### src/qes_ram.sv
`default_nettype none

module qes_ram #(
  parameter int unsigned WIDTH = 32,
  parameter int unsigned DEPTH = 16,
  localparam int unsigned AW = (DEPTH > 1) ? $clog2(DEPTH) : 1
) (
  input  wire logic             clk_i,
  input  wire logic             we_i,
  input  wire logic [AW-1:0]    waddr_i,
  input  wire logic [WIDTH-1:0] wdata_i,
  input  wire logic             re_i,
  input  wire logic [AW-1:0]    raddr_i,
  output logic      [WIDTH-1:0] rdata_o
);

  logic [WIDTH-1:0] mem_q [DEPTH];
  logic [WIDTH-1:0] rdata_q;

  always_ff @(posedge clk_i) begin
    if (we_i) begin
      mem_q[waddr_i] <= wdata_i;
    end
    if (re_i) begin
      rdata_q <= mem_q[raddr_i];
    end
  end

  assign rdata_o = rdata_q;

endmodule

`default_nettype wire

### config.mk
export PLATFORM = sky130hd
export DESIGN_NAME = qes_ram
export DESIGN_NICKNAME = d
export VERILOG_FILES = /design/src/qes_ram.sv
export SDC_FILE = /design/constraint.sdc
export NUM_CORES = 1
export LEC_CHECK = 0
export BUFFER_PORTS_ARGS = -buffer_cell sky130_fd_sc_hd__buf_4
export CAP_MARGIN = 15
export CORE_MARGIN = 1
export CORE_UTILIZATION = 60
export DETAILED_ROUTE_END_ITERATION = 6
export HOLD_SLACK_MARGIN = 0.08
export PLACE_DENSITY = 0.78
export SYNTH_ARGS = -nofsm -noshare
export SYNTH_HDL_FRONTEND = slang
export SYNTH_SLANG_ARGS = --single-unit
### constraint.sdc
create_clock -name clk_i -period 5.65 [get_ports clk_i]
set_input_delay 0.565 -clock clk_i [delete_from_list [all_inputs] [get_ports clk_i]]
set_output_delay 0.565 -clock clk_i [all_outputs]
set_load 0.01 [all_outputs]
==> qor.yml, run 1 <==
ir_drop_v: 0.000206
wl_met2_um: 20700
ff2ff_path_depth: 3
hpwl_um: 19800
cts_resized: 0
power_mw: 8.23
vias_per_cell: 6.49
clockBufferDepth: 3
cp.arrival_ns: 2.67
synthXorXnorAreaFrac_pct: 0
synth_edf_count: 544
slew_viol_final: 0
holdPathStages: 1
period_needed_ns: 2.39
cts_setup_buffers: 0
grt_max_degree: 68
clk_pin_slew_ns: 0.06
n_fill_cell: 1863
nets: 988
rows: 66
clockRootBuffer: "clkbuf_16"
yosysTopAreaCell: "edfxtp_1"
fp.dieArea_mm2: 0.0344
p_leak_nw: 7.32
yosys.area_share.adder_pct: 0
grt_pass1_vias: 9672
outcome: "complete, no violations"
core-area_mm2: 0.0328
synth_compound_area_share_pct: 2.38
wl_met3_um: 3300
finalSetupViolCount: 0
synth_cells: 838
wl_um: 41600
wl_met1_um: 16500
synthTopCellsByArea: "edfxtp_1 81%, mux4_2 14%, a22oi_1 2.4%"
cp-start-kind: "input port"
worstMarginPinSlew_ns: 1.25
first_pass_iters: 5
setup_tns_ns: 0
dp.cells: 1333
slowest_delay_ns: 0.57
antenna_left: 0
fin_hold_ws_ns: 0.296
grt_overflow: 0
hp-class: "input port to register"
rsz0062_at_grt: "no"
ys_types: 17
muxShareOfSynthArea_pct: 14.3
ys.flop_type: "edfxtp_1"
skew_ns: 0.0213
initial_utilization_pct: 61.5
die_w_um: 185
crit_chain: "clkbuf_8 > buf_12 > mux4_2 > a22oi_1 > nand2_1"
max_freq_mhz: 419
drc: 0
routabilityCongestion: 0.695
synth_top_family_by_area: "multiplexers"
hold_viol: 0
cts_made_buffers: 51
yosysMostFrequentCell: "edfxtp_1"
max-cap-violations: 0
drt-initial-drc-count: 1082
fin_cells: 1418
required_ns: 5.94
antenna_found_initial: 0
area_growth_pct: 13.8
ys_ff_latch: 544
dieHeight_um: 185
critPathCaptureType: "register"
synth_area_per_cell_um2: 24.1
port_buffers: 74
fin_area_mm2: 0.0230
io_pins: 75
synth_area_mm2: 0.0202
synth_async_sr_flop_share_pct: 0
drive_gt1_share_pct: 31.7
yosys.area_share.simple_pct: 1.25
slowest_stage: "clkbuf_8"
avgRoutedWirePerCell_um: 29.3
grt_pass1_wl_um: 61200
highest_layer: "met4"
ys_seq_area_share_pct: 81.0
clk_latency_ns: 0.56
num_vias: 9202
period_share_pct: 42.2
synth_top_area_share_pct: 81.0
ctsHoldBuffers: 0
yosysWarnings: 0
relSlewSlack_pct: 16.6
cts.sinks: 544
grt_usage_pct: 25.6
power_density_mw_per_mm2: 358
placed_area_mm2: 0.0214
ys_top_cells_by_count: "544 x edfxtp_1, 128 x mux4_2, 64 x a22oi_1"
synth.net_count: 881
htree_levels: 2
diodes: 0
cp_max_fo: 67
cts_tree: "yes"
crit_type: "input port to register"
[state kept, by name, summed over array words and instances (netlist names)]
signal	cells
mem_q	512
rdata_o	32
[worst paths after layout]
check / from / endpoint / slack (ns)
worst max-delay path: raddr_i[0] / rdata_o[10]$_DFFE_PP_ / 3.26
worst min-delay path: wdata_i[18] / mem_q[8][18]$_DFFE_PP_ / 0.30
worst max register to register: mem_q[2][31]$_DFFE_PP_ / rdata_o[31]$_DFFE_PP_ / 4.19
worst min register to register: mem_q[15][3]$_DFFE_PP_ / rdata_o[3]$_DFFE_PP_ / 0.74
[area by class of cell]
cell class	instances	area [um^2]	share of cell area, %
Clock inverter	22	233	1.01
Clock buffer	62	1320	5.74
Timing Repair Buffer	97	766	3.34
Multi-Input combinational cell	251	3750	16.3
Sequential cell	544	16300	71.2
Tap cell	442	553	2.41
[cells in the final DEF (no fill, tap or decap)]
cell | synthesis | routed
a22oi_1 | 64 | 64
and2_2 | 0 | 1
buf_12 | 0 | 2
buf_4 | 11 | 93
bufinv_16 | 0 | 5
clkbuf_1 | 17 | 11
clkbuf_16 | 0 | 51
clkbuf_8 | 0 | 2
clkinv_1 | 0 | 10
clkinv_2 | 0 | 4
clkinv_4 | 0 | 1
clkinvlp_4 | 0 | 1
edfxtp_1 | 544 | 544
inv_6 | 0 | 1
mux4_2 | 128 | 128
nand2_1 | 33 | 33
nand2b_1 | 2 | 2
nand3_1 | 1 | 1
nand3b_1 | 2 | 2
nor2_4 | 0 | 13
nor2b_4 | 0 | 2
nor3_2 | 0 | 4
or3b_2 | 1 | 1
[cells by family (layout without fill, tap and decap cells)]
kind of cell / count (synthesis) / count (layout)
muxes: 128 / 128
and+or+nand+nor: 59 / 59
buffers and inverters: 43 / 181
AOI/OAI and AO/OA: 64 / 64
DFF: 544 / 544
[metal layers]
metal  global-route usage, %  vias up
met5                       0        -
met4                    8.60        0
met3                    3.99       83
met2                    41.9      466
met1                    35.8     4855
li1                        -     3798
[critical path: cells and delay by family]
kind,cells,cell delay [ns]
AOI/OAI and AO/OA,1,0.23
buffers and inverters,2,1.02
muxes,1,0.56
and+or+nand+nor,1,0.09
[per-stage QoR]
stage                     util, %  setup slack [ns]
after global routing         70.0              3.10
after CTS                    70.0              3.25
after floorplan                 -              1.91
after detailed placement     65.2              2.69
final                        70.0              3.26
after global placement       65.2              2.75
[report_power, final]
part           leakage (nW)  switching, mW  internal [mW]
combinational          1.62          0.230          0.173
sequential             4.94         0.0290           4.55
clock                 0.752           1.38           1.87
Power figures use the tool's default switching activity.
==> run 2, diff against run 1 <==
- clock period: 5.65 -> 2.4 ns (I/O delays scaled with it)
==> run 2 against run 1 <==
Clock-buffer cell count increased by 6. Non-clock buffer count increased by 43. Sequential power increased by 140%. Die area unchanged. Cell area increased by 3.1%. Register-to-register slack got worse by 3.3 ns. Cell count increased by 3.5%. Sequential share of layout area decreased by 2.2 points. Core utilization increased by 2.2 points. Hold slack got worse by 0.018 ns. First-iteration DRC count increased by 16%. Power increased by 130%.
==> qor.yml, run 2 (synthesized netlist as in run 1, its figures left out) <==
slew_viol_final: 0  # unchanged
power_density_mw_per_mm2: 815  # +130%
routabilityCongestion: 0.714  # +2.7%
hold_viol: 0  # unchanged
required_ns: 2.71  # -3.23 ns
area_growth_pct: 17.3
htree_levels: 2  # unchanged
drt-initial-drc-count: 1260  # +16%
clk_latency_ns: 0.55  # about the same
finalWorstSetupSlack_ns: 0.883  # -2.38 ns
initial_utilization_pct: 61.5  # unchanged
p_leak_nw: 7.59  # +3.7%
fin_area_mm2: 0.0237  # +3.1%
crit_type: "register to register"
rsz0062_at_grt: "no"
rows: 66  # unchanged
largest-register: "mem_q"
largest_reg_flops: 512  # unchanged
cts_tree: "yes"
clk_pin_slew_ns: 0.06  # about the same
fin_hold_ws_ns: 0.278  # -0.0182 ns
cts_made_buffers: 51  # unchanged
ctsHoldBuffers: 32  # +32
num_vias: 9544  # +3.7%
cts.sinks: 544  # unchanged
core-area_mm2: 0.0328  # unchanged
grt_max_degree: 41  # -40%
r2r_start: "mem_q[11][21]$_DFFE_PP_"
hpwl_um: 20000  # +1.0%
place_ws_ns: 0.395  # -2.30 ns
n_fill_cell: 1768  # -5.1%
finalSetupViolCount: 0  # unchanged
diodes: 0  # unchanged
critPathLaunch: "mem_q[11][21]$_DFFE_PP_"
dieHeight_um: 185  # unchanged
nets: 1031  # +4.4%
setup_tns_ns: 0  # unchanged
cp.arrival_ns: 1.83  # -0.84 ns
grt_overflow: 0  # unchanged
antenna_found_initial: 0  # unchanged
hp-class: "input port to register"
period_needed_ns: 1.52
cts_resized: 0  # unchanged
cp-start-kind: "register"
seq_area_mm2: 0.0163  # unchanged
critPathCaptureType: "register"
port_buffers: 74  # unchanged
clockRootBuffer: "clkbuf_16"
antenna_left: 0  # unchanged
grt_pass1_vias: 10000  # +3.5%
period_share_pct: 63.2
die_w_um: 185  # unchanged
skew_ns: 0.0107  # -0.0106 ns
wl_um: 43200  # +3.8%
drive_gt1_share_pct: 31.2  # -0.44 points
max_freq_mhz: 659
relSlewSlack_pct: 53.5  # +37 points
cp_max_fo: 1  # -99%
placed_area_mm2: 0.0218  # +2.0%
first_pass_iters: 5  # unchanged
final_common_cell: "edfxtp_1"
fp.dieArea_mm2: 0.0344  # unchanged
avgRoutedWirePerCell_um: 29.4  # +0.30%
mostFrequentLayoutCells: "544 x edfxtp_1, 128 x mux4_2, 80 x buf_4"
cts_setup_buffers: 0  # unchanged
worstMarginPinSlew_ns: 0.697  # -0.551 ns
grt_pass1_wl_um: 63000  # +2.9%
clockBufferDepth: 3  # unchanged
vias_per_cell: 6.51  # +0.25%
multi_input_area_mm2: 0.00377  # +0.67%
grt_usage_pct: 26.3  # +0.76 points
outcome: "complete, no violations"
min_from: "re_i"
io_pins: 75  # unchanged
max-cap-violations: 0  # unchanged
drc: 0  # unchanged
ir_drop_v: 0.000525  # +160%
## run 2: per-stage QoR
step                      power [mW]  utilization [%]  std cells
after CTS                       19.4             72.2       1467
after floorplan                 11.5                -        838
after global placement          11.9             66.6       1345
after detailed placement        12.0             66.6       1345
after global routing            19.8             72.2       1467
final                           19.3             72.2       1467
## run 2: area by class of cell
class,count,area share (%)
sequential,544,69.0
multi-input combinational,251,15.9
timing repair buffer,140,6.23
clock buffer,68,5.84
tap,442,2.34
clock inverter,22,0.640
## run 2: final timing paths
kind                                 to  cells after the start  slack (ns)
hold reg to reg    rdata_o[8]$_DFFE_PP_                      3        0.76
setup / recovery  rdata_o[21]$_DFFE_PP_                      3        0.88
setup reg to reg  rdata_o[21]$_DFFE_PP_                      3        0.88
hold / removal     rdata_o[1]$_DFFE_PP_                      1        0.28
## run 2: worst max-delay path: stages, from the launching register on
cell and delay, ns:
edfxtp_1 0.42, mux4_2 0.54, a22oi_1 0.24, nand2_1 0.07
## run 2: per-layer routing
metal	vias to the layer above	global-route usage [%]	routed length, um
li1	3905	-	-
met1	4973	37.5	16600
met2	580	42.0	21300
met4	0	8.13	989
met5	-	0	0
met3	86	5.21	4270
## run 2: power by group
group	internal (mW)	leakage (nW)	switching [mW]
registers	10.7	4.94	0.0722
clock network	4.23	0.746	3.22
logic	0.486	1.90	0.578
total	15.4	7.59	3.87
==> run 3, diff against run 2 <==
- clock period: 2.4 -> 1.5 ns (I/O delays scaled with it)
==> run 3 against run 2 <==
Register-to-register slack worse by 0.85 ns. Cell count up 4.0%. Clock skew rose by 0.0060 ns. Cell area grew 3.0%. Critical path type unchanged. Largest cell class unchanged.
==> qor.yml, run 3 (synthesized netlist as in run 1, its figures left out) <==
htree_levels: 2  # unchanged
cts_setup_buffers: 0  # unchanged
slew_viol_final: 0  # unchanged
grt_usage_pct: 27.4  # +1.0 points
worstMarginPinSlew_ns: 0.459  # -0.238 ns
power_mw: 31.2  # +62%
drt-initial-drc-count: 1050  # -17%
max_freq_mhz: 683  # +3.7%
power_density_mw_per_mm2: 1280  # +57%
skew_ns: 0.0167  # +0.00598 ns
antenna_found_initial: 1  # +1
relSlewSlack_pct: 69.3  # +16 points
largest_reg_flops: 512  # unchanged
drive_gt1_share_pct: 35.7  # +4.5 points
slowest_stage: "mux4_2"
grt_overflow: 0  # unchanged
nets: 1089  # +5.6%
io_pins: 75  # unchanged
cp.arrival_ns: 1.78  # -0.05 ns
cts_made_buffers: 51  # unchanged
vias_per_cell: 6.45  # -0.85%
first_pass_iters: 5  # unchanged
required_ns: 1.81  # -0.90 ns
clk_latency_ns: 0.57  # +0.02 ns
rsz0062_at_grt: "yes"
outcome: "complete, no violations"
cts.sinks: 544  # unchanged
finalWorstSetupSlack_ns: 0.0364  # -0.846 ns
ir_drop_v: 0.00104  # +98%
dieHeight_um: 185  # unchanged
grt_pass1_wl_um: 65000  # +3.2%
core-area_mm2: 0.0328  # unchanged
clockBufferDepth: 3  # unchanged
largest-register: "mem_q"
area_growth_pct: 20.8
cp-start-kind: "register"
die_w_um: 185  # unchanged
p_leak_nw: 7.97  # +5.0%
max-cap-violations: 0  # unchanged
fp.dieArea_mm2: 0.0344  # unchanged
final_common_cell: "edfxtp_1"
initial_utilization_pct: 61.5  # unchanged
rows: 66  # unchanged
crit_type: "register to register"
grt_max_degree: 33  # -20%
hpwl_um: 23800  # +19%
cp_max_fo: 1  # unchanged
hp-class: "input port to register"
num_vias: 9837  # +3.1%
place_ws_ns: -0.247  # -0.642 ns
crit_chain: "mux4_2 > a22oi_1 > nand2_1"
clk_pin_slew_ns: 0.06  # about the same
critPathCaptureType: "register"
period_needed_ns: 1.46  # -0.0539 ns
clockRootBuffer: "clkbuf_16"
port_buffers: 74  # unchanged
drc: 0  # unchanged
slowest_delay_ns: 0.52  # -0.02 ns
grt_pass1_vias: 10300  # +2.8%
hold_viol: 0  # unchanged
period_share_pct: 97.6  # +34 points
avgRoutedWirePerCell_um: 29.3  # -0.43%
mostFrequentLayoutCells: "544 x edfxtp_1, 128 x mux4_2, 118 x buf_4"
antenna_left: 0  # unchanged
wl_um: 44700  # +3.5%
finalSetupViolCount: 0  # unchanged
routabilityCongestion: 0.715  # +0.14%
cts_tree: "yes"
## run 3: changes by cell type in the layout (fill, tap and decap cells not counted), moves of 3 or more
cell,previous run,this run
a22oi_1,64,60
a22oi_2,0,4
buf_12,27,46
buf_4,80,118
clkinv_1,12,9
clkinv_2,6,11
## run 3: report_power, final
part | internal (mW) | leakage, nW | switching, mW
Clock | 6.75 | 0.754 | 5.37
Combinational | 0.906 | 2.27 | 0.970
Sequential | 17.1 | 4.94 | 0.114
Total | 24.8 | 7.97 | 6.45
## run 3: stage by stage
| step | area [um^2] | cells | hold slack [ns] | TNS (ns) | util [%] |
|---|---|---|---|---|---|
| 3_5_place_dp | 22500 | 1402 | 0.444 | -8.93 | 68.6 |
| 4_1_cts | 24400 | 1524 | 0.197 | 0 | 74.3 |
| 3_3_place_gp | 22500 | 1402 | 0.439 | -8.07 | 68.6 |
| 2_1_floorplan | 20400 | 838 | 0.249 | -32.58 | - |
| 6_report | 24400 | 1525 | 0.219 | 0 | 74.4 |
| 5_1_grt | 24400 | 1524 | 0.230 | -0.00952 | 74.3 |
## run 3: final cells by class
class | count | area (um^2)
diodes | 1 | 2.50
clock buffers | 64 | 1330
clock inverters | 25 | 199
fillers | 1715 | 8410
multi-input cells | 251 | 3810
flip-flops and latches | 544 | 16300
well taps | 442 | 553
repair buffers | 198 | 2150
## run 3: layer usage
metal	routed length, um	track usage (%)
met1	16400	35.8
met2	23200	46.7
met3	3850	5.01
met4	1270	9.45
met5	0	0
## run 3: worst paths after layout
| kind | slack [ns] | to | startpoint | depth (start not counted) |
|---|---|---|---|---|
| worst max-delay path | 0.04 | rdata_o[28]$_DFFE_PP_ | mem_q[15][28]$_DFFE_PP_ | 3 |
| worst min-delay path | 0.22 | rdata_o[12]$_DFFE_PP_ | raddr_i[1] | 5 |
| worst max register to register | 0.04 | rdata_o[28]$_DFFE_PP_ | mem_q[15][28]$_DFFE_PP_ | 3 |
| worst min register to register | 0.74 | rdata_o[19]$_DFFE_PP_ | mem_q[14][19]$_DFFE_PP_ | 3 |
## run 3: worst max-delay path: cells and delay by family (launching register included)
kind | cells | cell delay (ns)
multiplexers | 1 | 0.52
AO/OA/AOI/OAI | 1 | 0.20
AND/OR/NAND/NOR | 1 | 0.09
flip-flops | 1 | 0.40
## run 3: what timing repair did
item,CTS,global route
pin swaps,1,0
hold endpoints to repair,513,0
gates resized for setup,2,2
hold buffers,33,0
setup endpoints to repair,2,3
