[src/qes_pkg.sv]
`default_nettype none

package qes_pkg;

  localparam int unsigned WORD_W        = 32;
  localparam int unsigned FRAC_BITS_DEF = 16;
  localparam int unsigned NUM_WORDS     = 12;
  localparam int unsigned ADDR_W        = $clog2(NUM_WORDS);
  localparam int unsigned NUM_FIELDS    = 10;
  localparam int unsigned NUM_TEMPS     = 4;
  localparam int unsigned STEP_W        = 5;
  localparam int unsigned CFG_W         = 31;
  localparam int unsigned CFG_IDX_W     = 3;

  localparam logic signed [WORD_W-1:0] WMAX = {1'b0, {(WORD_W-1){1'b1}}};
  localparam logic signed [WORD_W-1:0] WMIN = {1'b1, {(WORD_W-1){1'b0}}};

  localparam logic [CFG_IDX_W-1:0] CFG_TIME_STEP = 3'd0;
  localparam logic [CFG_IDX_W-1:0] CFG_GRAVITY   = 3'd1;
  localparam logic [CFG_IDX_W-1:0] CFG_INV_MASS  = 3'd2;
  localparam logic [CFG_IDX_W-1:0] CFG_INV_INER  = 3'd3;
  localparam logic [CFG_IDX_W-1:0] CFG_ARM       = 3'd4;
  localparam logic [CFG_IDX_W-1:0] CFG_DRAG      = 3'd5;

  localparam logic [CFG_W-1:0] RST_TIME_STEP = 31'd6554;
  localparam logic [CFG_W-1:0] RST_GRAVITY   = 31'd642908;
  localparam logic [CFG_W-1:0] RST_INV_MASS  = 31'd65536;
  localparam logic [CFG_W-1:0] RST_INV_INER  = 31'd1310720;
  localparam logic [CFG_W-1:0] RST_ARM       = 31'd16384;
  localparam logic [CFG_W-1:0] RST_DRAG      = 31'd6554;

  // state word addresses, in result order
  localparam logic [ADDR_W-1:0] ADDR_PX = 4'd0;
  localparam logic [ADDR_W-1:0] ADDR_PY = 4'd1;
  localparam logic [ADDR_W-1:0] ADDR_PZ = 4'd2;
  localparam logic [ADDR_W-1:0] ADDR_VX = 4'd3;
  localparam logic [ADDR_W-1:0] ADDR_VY = 4'd4;
  localparam logic [ADDR_W-1:0] ADDR_VZ = 4'd5;
  localparam logic [ADDR_W-1:0] ADDR_AR = 4'd6;
  localparam logic [ADDR_W-1:0] ADDR_AP = 4'd7;
  localparam logic [ADDR_W-1:0] ADDR_AY = 4'd8;
  localparam logic [ADDR_W-1:0] ADDR_RR = 4'd9;
  localparam logic [ADDR_W-1:0] ADDR_RP = 4'd10;
  localparam logic [ADDR_W-1:0] ADDR_RY = 4'd11;

  typedef enum logic [4:0] {
    SRC_ZERO, SRC_RAM, SRC_RES,
    SRC_T0, SRC_T1, SRC_T2, SRC_T3,
    SRC_F0, SRC_F1, SRC_F2, SRC_F3, SRC_F4,
    SRC_F5, SRC_F6, SRC_F7, SRC_F8, SRC_F9,
    SRC_DT, SRC_GRAV, SRC_IMASS, SRC_IINER, SRC_ARM, SRC_DRAG
  } src_e;

  localparam int unsigned NUM_SRC = 23;

  typedef enum logic [1:0] {
    POST_NONE, POST_NEG, POST_ADDX, POST_SUBX
  } post_e;

  typedef enum logic [2:0] {
    DST_NONE, DST_T0, DST_T1, DST_T2, DST_T3, DST_RAM
  } dst_e;

  typedef struct packed {
    logic              mul;
    src_e              a;
    src_e              b;
    post_e             post;
    src_e              x;
    dst_e              dst;
    logic [ADDR_W-1:0] addr;
    logic              last;
  } uop_t;

  typedef struct packed {
    logic  mul_en;
    logic  use_mul;
    post_e post;
  } mac_ctrl_t;

  function automatic uop_t mk(logic mul, src_e a, src_e b, post_e p, src_e x, dst_e d,
                              logic [ADDR_W-1:0] addr, logic last);
    uop_t u;
    u.mul  = mul;
    u.a    = a;
    u.b    = b;
    u.post = p;
    u.x    = x;
    u.dst  = d;
    u.addr = addr;
    u.last = last;
    return u;
  endfunction

  // operation list of one tick, per kind
  function automatic uop_t uop_lookup(logic kind, logic [STEP_W-1:0] step);
    uop_t u;
    u = mk(1'b0, SRC_ZERO, SRC_ZERO, POST_NONE, SRC_ZERO, DST_NONE, ADDR_PX, 1'b0);
    if (!kind) begin
      case (step)
        5'd0:  u = mk(1'b0, SRC_F0, SRC_ZERO, POST_ADDX, SRC_F1, DST_T0, ADDR_PX, 1'b0);
        5'd1:  u = mk(1'b0, SRC_T0, SRC_ZERO, POST_ADDX, SRC_F2, DST_T0, ADDR_PX, 1'b0);
        5'd2:  u = mk(1'b0, SRC_T0, SRC_ZERO, POST_ADDX, SRC_F3, DST_T0, ADDR_PX, 1'b0);
        5'd3:  u = mk(1'b0, SRC_F0, SRC_ZERO, POST_SUBX, SRC_F2, DST_T1, ADDR_PX, 1'b0);
        5'd4:  u = mk(1'b0, SRC_F1, SRC_ZERO, POST_SUBX, SRC_F3, DST_T2, ADDR_PX, 1'b0);
        5'd5:  u = mk(1'b1, SRC_T1, SRC_ARM, POST_NONE, SRC_ZERO, DST_T1, ADDR_PX, 1'b0);
        5'd6:  u = mk(1'b1, SRC_T2, SRC_ARM, POST_NONE, SRC_ZERO, DST_T2, ADDR_PX, 1'b0);
        5'd7:  u = mk(1'b1, SRC_T1, SRC_IINER, POST_NONE, SRC_ZERO, DST_T1, ADDR_PX, 1'b0);
        5'd8:  u = mk(1'b1, SRC_T2, SRC_IINER, POST_NONE, SRC_ZERO, DST_T2, ADDR_PX, 1'b0);
        5'd9:  u = mk(1'b1, SRC_DRAG, SRC_RAM, POST_NONE, SRC_ZERO, DST_T3, ADDR_VX, 1'b0);
        5'd10: u = mk(1'b1, SRC_T3, SRC_IMASS, POST_NEG, SRC_ZERO, DST_T3, ADDR_PX, 1'b0);
        5'd11: u = mk(1'b1, SRC_T3, SRC_DT, POST_ADDX, SRC_RAM, DST_RAM, ADDR_VX, 1'b0);
        5'd12: u = mk(1'b1, SRC_RES, SRC_DT, POST_ADDX, SRC_RAM, DST_RAM, ADDR_PX, 1'b0);
        5'd13: u = mk(1'b1, SRC_DRAG, SRC_RAM, POST_NONE, SRC_ZERO, DST_T3, ADDR_VY, 1'b0);
        5'd14: u = mk(1'b1, SRC_T3, SRC_IMASS, POST_NEG, SRC_ZERO, DST_T3, ADDR_PX, 1'b0);
        5'd15: u = mk(1'b1, SRC_T3, SRC_DT, POST_ADDX, SRC_RAM, DST_RAM, ADDR_VY, 1'b0);
        5'd16: u = mk(1'b1, SRC_RES, SRC_DT, POST_ADDX, SRC_RAM, DST_RAM, ADDR_PY, 1'b0);
        5'd17: u = mk(1'b1, SRC_DRAG, SRC_RAM, POST_NONE, SRC_ZERO, DST_T3, ADDR_VZ, 1'b0);
        5'd18: u = mk(1'b1, SRC_T3, SRC_IMASS, POST_NEG, SRC_ZERO, DST_T3, ADDR_PX, 1'b0);
        5'd19: u = mk(1'b1, SRC_T0, SRC_IMASS, POST_SUBX, SRC_GRAV, DST_T0, ADDR_PX, 1'b0);
        5'd20: u = mk(1'b0, SRC_T0, SRC_ZERO, POST_ADDX, SRC_T3, DST_T0, ADDR_PX, 1'b0);
        5'd21: u = mk(1'b1, SRC_T0, SRC_DT, POST_ADDX, SRC_RAM, DST_RAM, ADDR_VZ, 1'b0);
        5'd22: u = mk(1'b1, SRC_RES, SRC_DT, POST_ADDX, SRC_RAM, DST_RAM, ADDR_PZ, 1'b0);
        5'd23: u = mk(1'b1, SRC_T2, SRC_DT, POST_ADDX, SRC_RAM, DST_RAM, ADDR_RR, 1'b0);
        5'd24: u = mk(1'b1, SRC_RES, SRC_DT, POST_ADDX, SRC_RAM, DST_RAM, ADDR_AR, 1'b0);
        5'd25: u = mk(1'b1, SRC_T1, SRC_DT, POST_ADDX, SRC_RAM, DST_RAM, ADDR_RP, 1'b0);
        5'd26: u = mk(1'b1, SRC_RES, SRC_DT, POST_ADDX, SRC_RAM, DST_RAM, ADDR_AP, 1'b0);
        5'd27: u = mk(1'b0, SRC_RAM, SRC_ZERO, POST_ADDX, SRC_ZERO, DST_NONE, ADDR_RY, 1'b0);
        5'd28: u = mk(1'b1, SRC_RES, SRC_DT, POST_ADDX, SRC_RAM, DST_RAM, ADDR_AY, 1'b1);
        default: u = mk(1'b0, SRC_ZERO, SRC_ZERO, POST_NONE, SRC_ZERO, DST_NONE, ADDR_PX,
                        1'b1);
      endcase
    end else begin
      case (step)
        5'd0:  u = mk(1'b1, SRC_F4, SRC_IMASS, POST_NONE, SRC_ZERO, DST_T0, ADDR_PX, 1'b0);
        5'd1:  u = mk(1'b1, SRC_T0, SRC_DT, POST_ADDX, SRC_RAM, DST_RAM, ADDR_VX, 1'b0);
        5'd2:  u = mk(1'b1, SRC_RES, SRC_DT, POST_ADDX, SRC_RAM, DST_RAM, ADDR_PX, 1'b0);
        5'd3:  u = mk(1'b1, SRC_F5, SRC_IMASS, POST_NONE, SRC_ZERO, DST_T0, ADDR_VY, 1'b0);
        5'd4:  u = mk(1'b1, SRC_T0, SRC_DT, POST_ADDX, SRC_RAM, DST_RAM, ADDR_VY, 1'b0);
        5'd5:  u = mk(1'b1, SRC_RES, SRC_DT, POST_ADDX, SRC_RAM, DST_RAM, ADDR_PY, 1'b0);
        5'd6:  u = mk(1'b1, SRC_F6, SRC_IMASS, POST_SUBX, SRC_GRAV, DST_T0, ADDR_VZ, 1'b0);
        5'd7:  u = mk(1'b1, SRC_T0, SRC_DT, POST_ADDX, SRC_RAM, DST_RAM, ADDR_VZ, 1'b0);
        5'd8:  u = mk(1'b1, SRC_RES, SRC_DT, POST_ADDX, SRC_RAM, DST_RAM, ADDR_PZ, 1'b0);
        5'd9:  u = mk(1'b1, SRC_F7, SRC_IINER, POST_NONE, SRC_ZERO, DST_T0, ADDR_AR, 1'b0);
        5'd10: u = mk(1'b1, SRC_T0, SRC_DT, POST_ADDX, SRC_RAM, DST_RAM, ADDR_AR, 1'b0);
        5'd11: u = mk(1'b1, SRC_F8, SRC_IINER, POST_NONE, SRC_ZERO, DST_T0, ADDR_AP, 1'b0);
        5'd12: u = mk(1'b1, SRC_T0, SRC_DT, POST_ADDX, SRC_RAM, DST_RAM, ADDR_AP, 1'b0);
        5'd13: u = mk(1'b1, SRC_F9, SRC_IINER, POST_NONE, SRC_ZERO, DST_T0, ADDR_AY, 1'b0);
        5'd14: u = mk(1'b1, SRC_T0, SRC_DT, POST_ADDX, SRC_RAM, DST_RAM, ADDR_AY, 1'b1);
        default: u = mk(1'b0, SRC_ZERO, SRC_ZERO, POST_NONE, SRC_ZERO, DST_NONE, ADDR_PX,
                        1'b1);
      endcase
    end
    return u;
  endfunction

endpackage

`default_nettype wire

[src/qes_mac.sv]
`default_nettype none

module qes_mac #(
  parameter int unsigned FRAC_BITS = qes_pkg::FRAC_BITS_DEF
) (
  input  wire logic                              clk_i,
  input  wire qes_pkg::mac_ctrl_t                ctrl_i,
  input  wire logic signed [qes_pkg::WORD_W-1:0] a_i,
  input  wire logic signed [qes_pkg::WORD_W-1:0] b_i,
  input  wire logic signed [qes_pkg::WORD_W-1:0] x_i,
  output logic      signed [qes_pkg::WORD_W-1:0] res_o
);

  import qes_pkg::*;

  logic signed [2*WORD_W-1:0] prod_q;
  logic signed [2*WORD_W-1:0] shifted;
  logic signed [WORD_W-1:0]   mul_sat;
  logic signed [WORD_W-1:0]   base;
  logic signed [WORD_W:0]     sum;
  logic signed [WORD_W:0]     diff;
  logic                       hi_ones;
  logic                       hi_zeros;

  always_ff @(posedge clk_i) begin
    if (ctrl_i.mul_en) begin
      prod_q <= a_i * b_i;
    end
  end

  // floor shift, then clamp to the word range
  assign shifted  = prod_q >>> FRAC_BITS;
  assign hi_ones  = &shifted[2*WORD_W-1:WORD_W-1];
  assign hi_zeros = ~|shifted[2*WORD_W-1:WORD_W-1];

  always_comb begin
    if (hi_ones || hi_zeros) begin
      mul_sat = shifted[WORD_W-1:0];
    end else if (shifted[2*WORD_W-1]) begin
      mul_sat = WMIN;
    end else begin
      mul_sat = WMAX;
    end
  end

  assign base = ctrl_i.use_mul ? mul_sat : a_i;
  assign sum  = {base[WORD_W-1], base} + {x_i[WORD_W-1], x_i};
  assign diff = {base[WORD_W-1], base} - {x_i[WORD_W-1], x_i};

  always_comb begin
    case (ctrl_i.post)
      POST_NONE: res_o = base;
      POST_NEG:  res_o = (base == WMIN) ? WMAX : -base;
      POST_ADDX: begin
        if (sum[WORD_W] != sum[WORD_W-1]) begin
          res_o = sum[WORD_W] ? WMIN : WMAX;
        end else begin
          res_o = sum[WORD_W-1:0];
        end
      end
      POST_SUBX: begin
        if (diff[WORD_W] != diff[WORD_W-1]) begin
          res_o = diff[WORD_W] ? WMIN : WMAX;
        end else begin
          res_o = diff[WORD_W-1:0];
        end
      end
      default: res_o = base;
    endcase
  end

endmodule

`default_nettype wire

[config.mk]
export PLATFORM = sky130hd
export DESIGN_NAME = qes_mac
export DESIGN_NICKNAME = d
export VERILOG_FILES = /design/src/qes_pkg.sv /design/src/qes_mac.sv
export SDC_FILE = /design/constraint.sdc
export NUM_CORES = 2
export LEC_CHECK = 0
export ABC_CLOCK_PERIOD_IN_PS = 13600
export BUFFER_PORTS_ARGS = -buffer_cell sky130_fd_sc_hd__buf_2
export CORE_AREA = 5 5 334 336
export CTS_BUF_LIST = sky130_fd_sc_hd__clkbuf_2 sky130_fd_sc_hd__clkbuf_4 sky130_fd_sc_hd__clkbuf_8
export CTS_CLUSTER_DIAMETER = 120
export CTS_CLUSTER_SIZE = 10
export DETAILED_ROUTE_END_ITERATION = 10
export DIE_AREA = 0 0 339 341
export GPL_ROUTABILITY_DRIVEN = 0
export HOLD_SLACK_MARGIN = 0.12
export SLEW_MARGIN = 20
export SYNTH_ARGS = -nofsm -noshare
export SYNTH_HDL_FRONTEND = slang
export SYNTH_SLANG_ARGS = --single-unit
[constraint.sdc]
create_clock -name clk_i -period 13.6 [get_ports clk_i]
set_clock_uncertainty 0.2 [all_clocks]
set_input_delay 2.72 -clock clk_i [delete_from_list [all_inputs] [get_ports clk_i]]
set_output_delay 2.72 -clock clk_i [all_outputs]
set_load 0.1 [all_outputs]
==> key figures <==
STA
  – Period Utilization, post-route: 0.871
  – Max_slew headroom: 0.318
  – Max-slew violation count: 0
  – Max Clk Rate: 84.4 MHz
  – Min Tclk post-route: 11.85 ns
  – Final hold violation count: 0
  – Total negative slack: 0 ns
  – Slew of the pin with the lowest slew margin: 1.02 ns
  – Hold Slack: 2.85 ns
  – RSZ-0062 raised after global routing: false
  – Endpoints failing setup: 0
  – Crit path setup slack, layout: 1.75 ns

Yosys
  – Top post-synthesis cells by area: fa_1 (51%), inv_1 (9.6%), ha_1 (7.1%)
  – Most common cell in the netlist: inv_1
  – Yosys cell types: 88
  – Main synth FF type: edfxtp_1
  – Syn Nets: 6206
  – Yosys top cell area share: 0.506
  – Synth Cell Area: 42900 um2
  – Yosys reg bits: 48
  – Asr flop ratio synth: 0
  – Yosys warnings: 0
  – Yosys top cell by area: fa_1
  – Synth Area per Inst: 8.98 um2
  – Seq/Total Area, Yosys: 0.0336
  – Gate Count Post-Synth: 4777
  – Post-synth top cells: inv_1 (1094), fa_1 (1083), nand2_1 (594), and2_1 (484), ha_1 (245)
  – Number of synthesized flops with an enable pin: 48

Clock tree
  – CTS buffer count: 5
  – Root Buffer: clkbuf_8
  – CTS clk-pin slew, worst paths: 0.10 ns
  – H-Tree Depth: 2
  – Hold-fix buffers at CTS: 0
  – CTS tree: built
  – CTS max path bufs: 2
  – Sink Count: 48
  – Post CTS Setup Buffer Count: 0
  – Post-cts repair resize count: 0

Global routing
  – GRT overflow: 0
  – GRT met3 Usage: 0.0253
  – Largest net degree at the start of global routing: 49
  – Grt peak-use layer: met2
  – Initial antenna violation count: 9
  – Total GRT Usage: 0.222
  – Vias in the first global route: 35400
  – First-pass GRT wire length: 202 mm
  – Met2 Usage GRT: 0.398
  – Met1 usage in global routing: 0.283

Drt
  – Vias: 32500
  – Post-DRT Antenna Nets: 0
  – DR iter-0 viols: 2226
  – DRC Markers: 0
  – Wire per inst: 20.6 um
  – WL final: 126 mm
  – Post-DR vias/cell: 5.30
  – Pre-antenna DRT Iters: 6

Floorplan
  – Chip Height: 341 um
  – Die X: 339 um
  – Starting Density: 0.396
  – Row Count: 121
  – Die area: 116000 um2
  – Boundary pin count: 133
  – Core ar.: 108000 um2

Place
  – IO Port Bufs: 132
  – Worst slack at placement: 1.50 ns
  – DPL Wire Length: 99.6 mm

Flow run
  – Total of max-cap violations: 0

Final layout
  – Layout cells sized above 1: 0.0438
  – Synthesis-to-finish area growth: 4.26%
  – Most flop-heavy register: prod_q
  – Largest registers: prod_q: 48 flops
  – Max reg flops: 48
  – Fill count: 10800
  – Fin nets: 6131

Min path
  – Worst hold path type: input pin to flop

Setup path
  – CP Max Fanout: 32
  – Worst EP arrival: 11.74 ns
  – CP Capture Type: flop
  – CP startpoint kind: input pin
  – Worst EP required: 13.49 ns
  – WS Path Type: input pin to flop

Status
  – Outcome: complete, no violations
metal layers:
layer / part of all wire / vias to the layer above / routed length, um
met1: 0.40 / 17100 / 50100
met4: 0.034 / 4 / 4260
li1: - / 14100 / -
met2: 0.51 / 1086 / 64300
met3: 0.058 / 232 / 7260
met5: 0.00021 / - / 27
critical path: stages:
cell,delay (ns)
buf_2,0.60
and2_1,0.29
fa_1,0.48
fa_1,0.51
fa_1,0.95
inv_1,0.20
fa_1,0.57
inv_1,0.05
fa_1,0.50
inv_1,0.06
fa_1,0.54
fa_1,0.43
fa_1,0.49
inv_1,0.04
ha_1,0.36
nand2_1,0.10
nor3_1,0.29
nand3_1,0.13
a311oi_1,0.53
o31ai_1,0.32
o31ai_2,0.46
a211oi_1,0.21
nor3_1,0.24
nor3_1,0.10
a2111oi_0,0.52
final timing paths:
kind,from,endpoint,slack (ns),cells past startpoint
max,b_i[3],prod_q[61],1.75,25
min,ctrl_i[3],prod_q[62],2.85,2
final cells by class:
| class | instances | area [um2] | area share |
|---|---|---|---|
| diodes | 6 | 15.0 | 0.000336 |
| clock buffers | 5 | 68.8 | 0.00154 |
| clock inverters | 2 | 12.5 | 0.000280 |
| inverters | 1096 | 4110 | 0.0920 |
| multi-input cells | 3379 | 36300 | 0.813 |
| flip-flops and latches | 48 | 1440 | 0.0322 |
| well taps | 1414 | 1770 | 0.0396 |
| repair buffers | 172 | 961 | 0.0215 |
stage by stage:
step	cell area (um2)	utilization	instances
2_1_floorplan	42900	-	4777
3_3_place_gp	44600	0.412	6109
3_5_place_dp	44600	0.412	6109
4_1_cts	44700	0.413	6116
5_1_grt	44700	0.413	6122
6_report	44700	0.413	6122
cells by family (layout without fill, tap and decap cells):
| logic type | count (synthesis) | in the layout | synth area share |
|---|---|---|---|
| and+or+nand+nor | 1397 | 1397 | 0.161 |
| buffers and inverters | 1350 | 1275 | 0.119 |
| adders and majority gates | 1329 | 1329 | 0.577 |
| AOI/OAI and AO/OA | 529 | 529 | 0.0828 |
| xor gates and xnor gates | 121 | 121 | 0.0247 |
| DFF | 48 | 48 | 0.0336 |
| muxes | 3 | 3 | 0.000729 |
| other | 0 | 6 | 0 |
placed cells by master (no fill, tap or decap), types with 6 or more instances in the layout:
cell type  count
nand2b_1      24
o31ai_1       41
o211ai_1       9
fa_1        1083
inv_1       1094
diode_2        6
nand2_1      594
o31a_1        16
edfxtp_1      48
nor3_1        24
o21ai_1        6
o21bai_1      18
nor2_1       142
a21boi_0      18
nor4_1        10
o21ai_0       80
and3_1         9
o32a_1         7
nand3_1       31
a21oi_1      144
o21a_1        18
or3_1          8
buf_4         40
and2_1       484
nand4_1       17
a31oi_1       20
xor2_1        28
buf_2        132
ha_1         245
a21o_1        62
xnor2_1       93
a211oi_1      19
nor2b_1       18
Power is left out: the tool's default activity adds up to more than one toggle a clock period on the data nets, which glitch-free logic cannot reach.
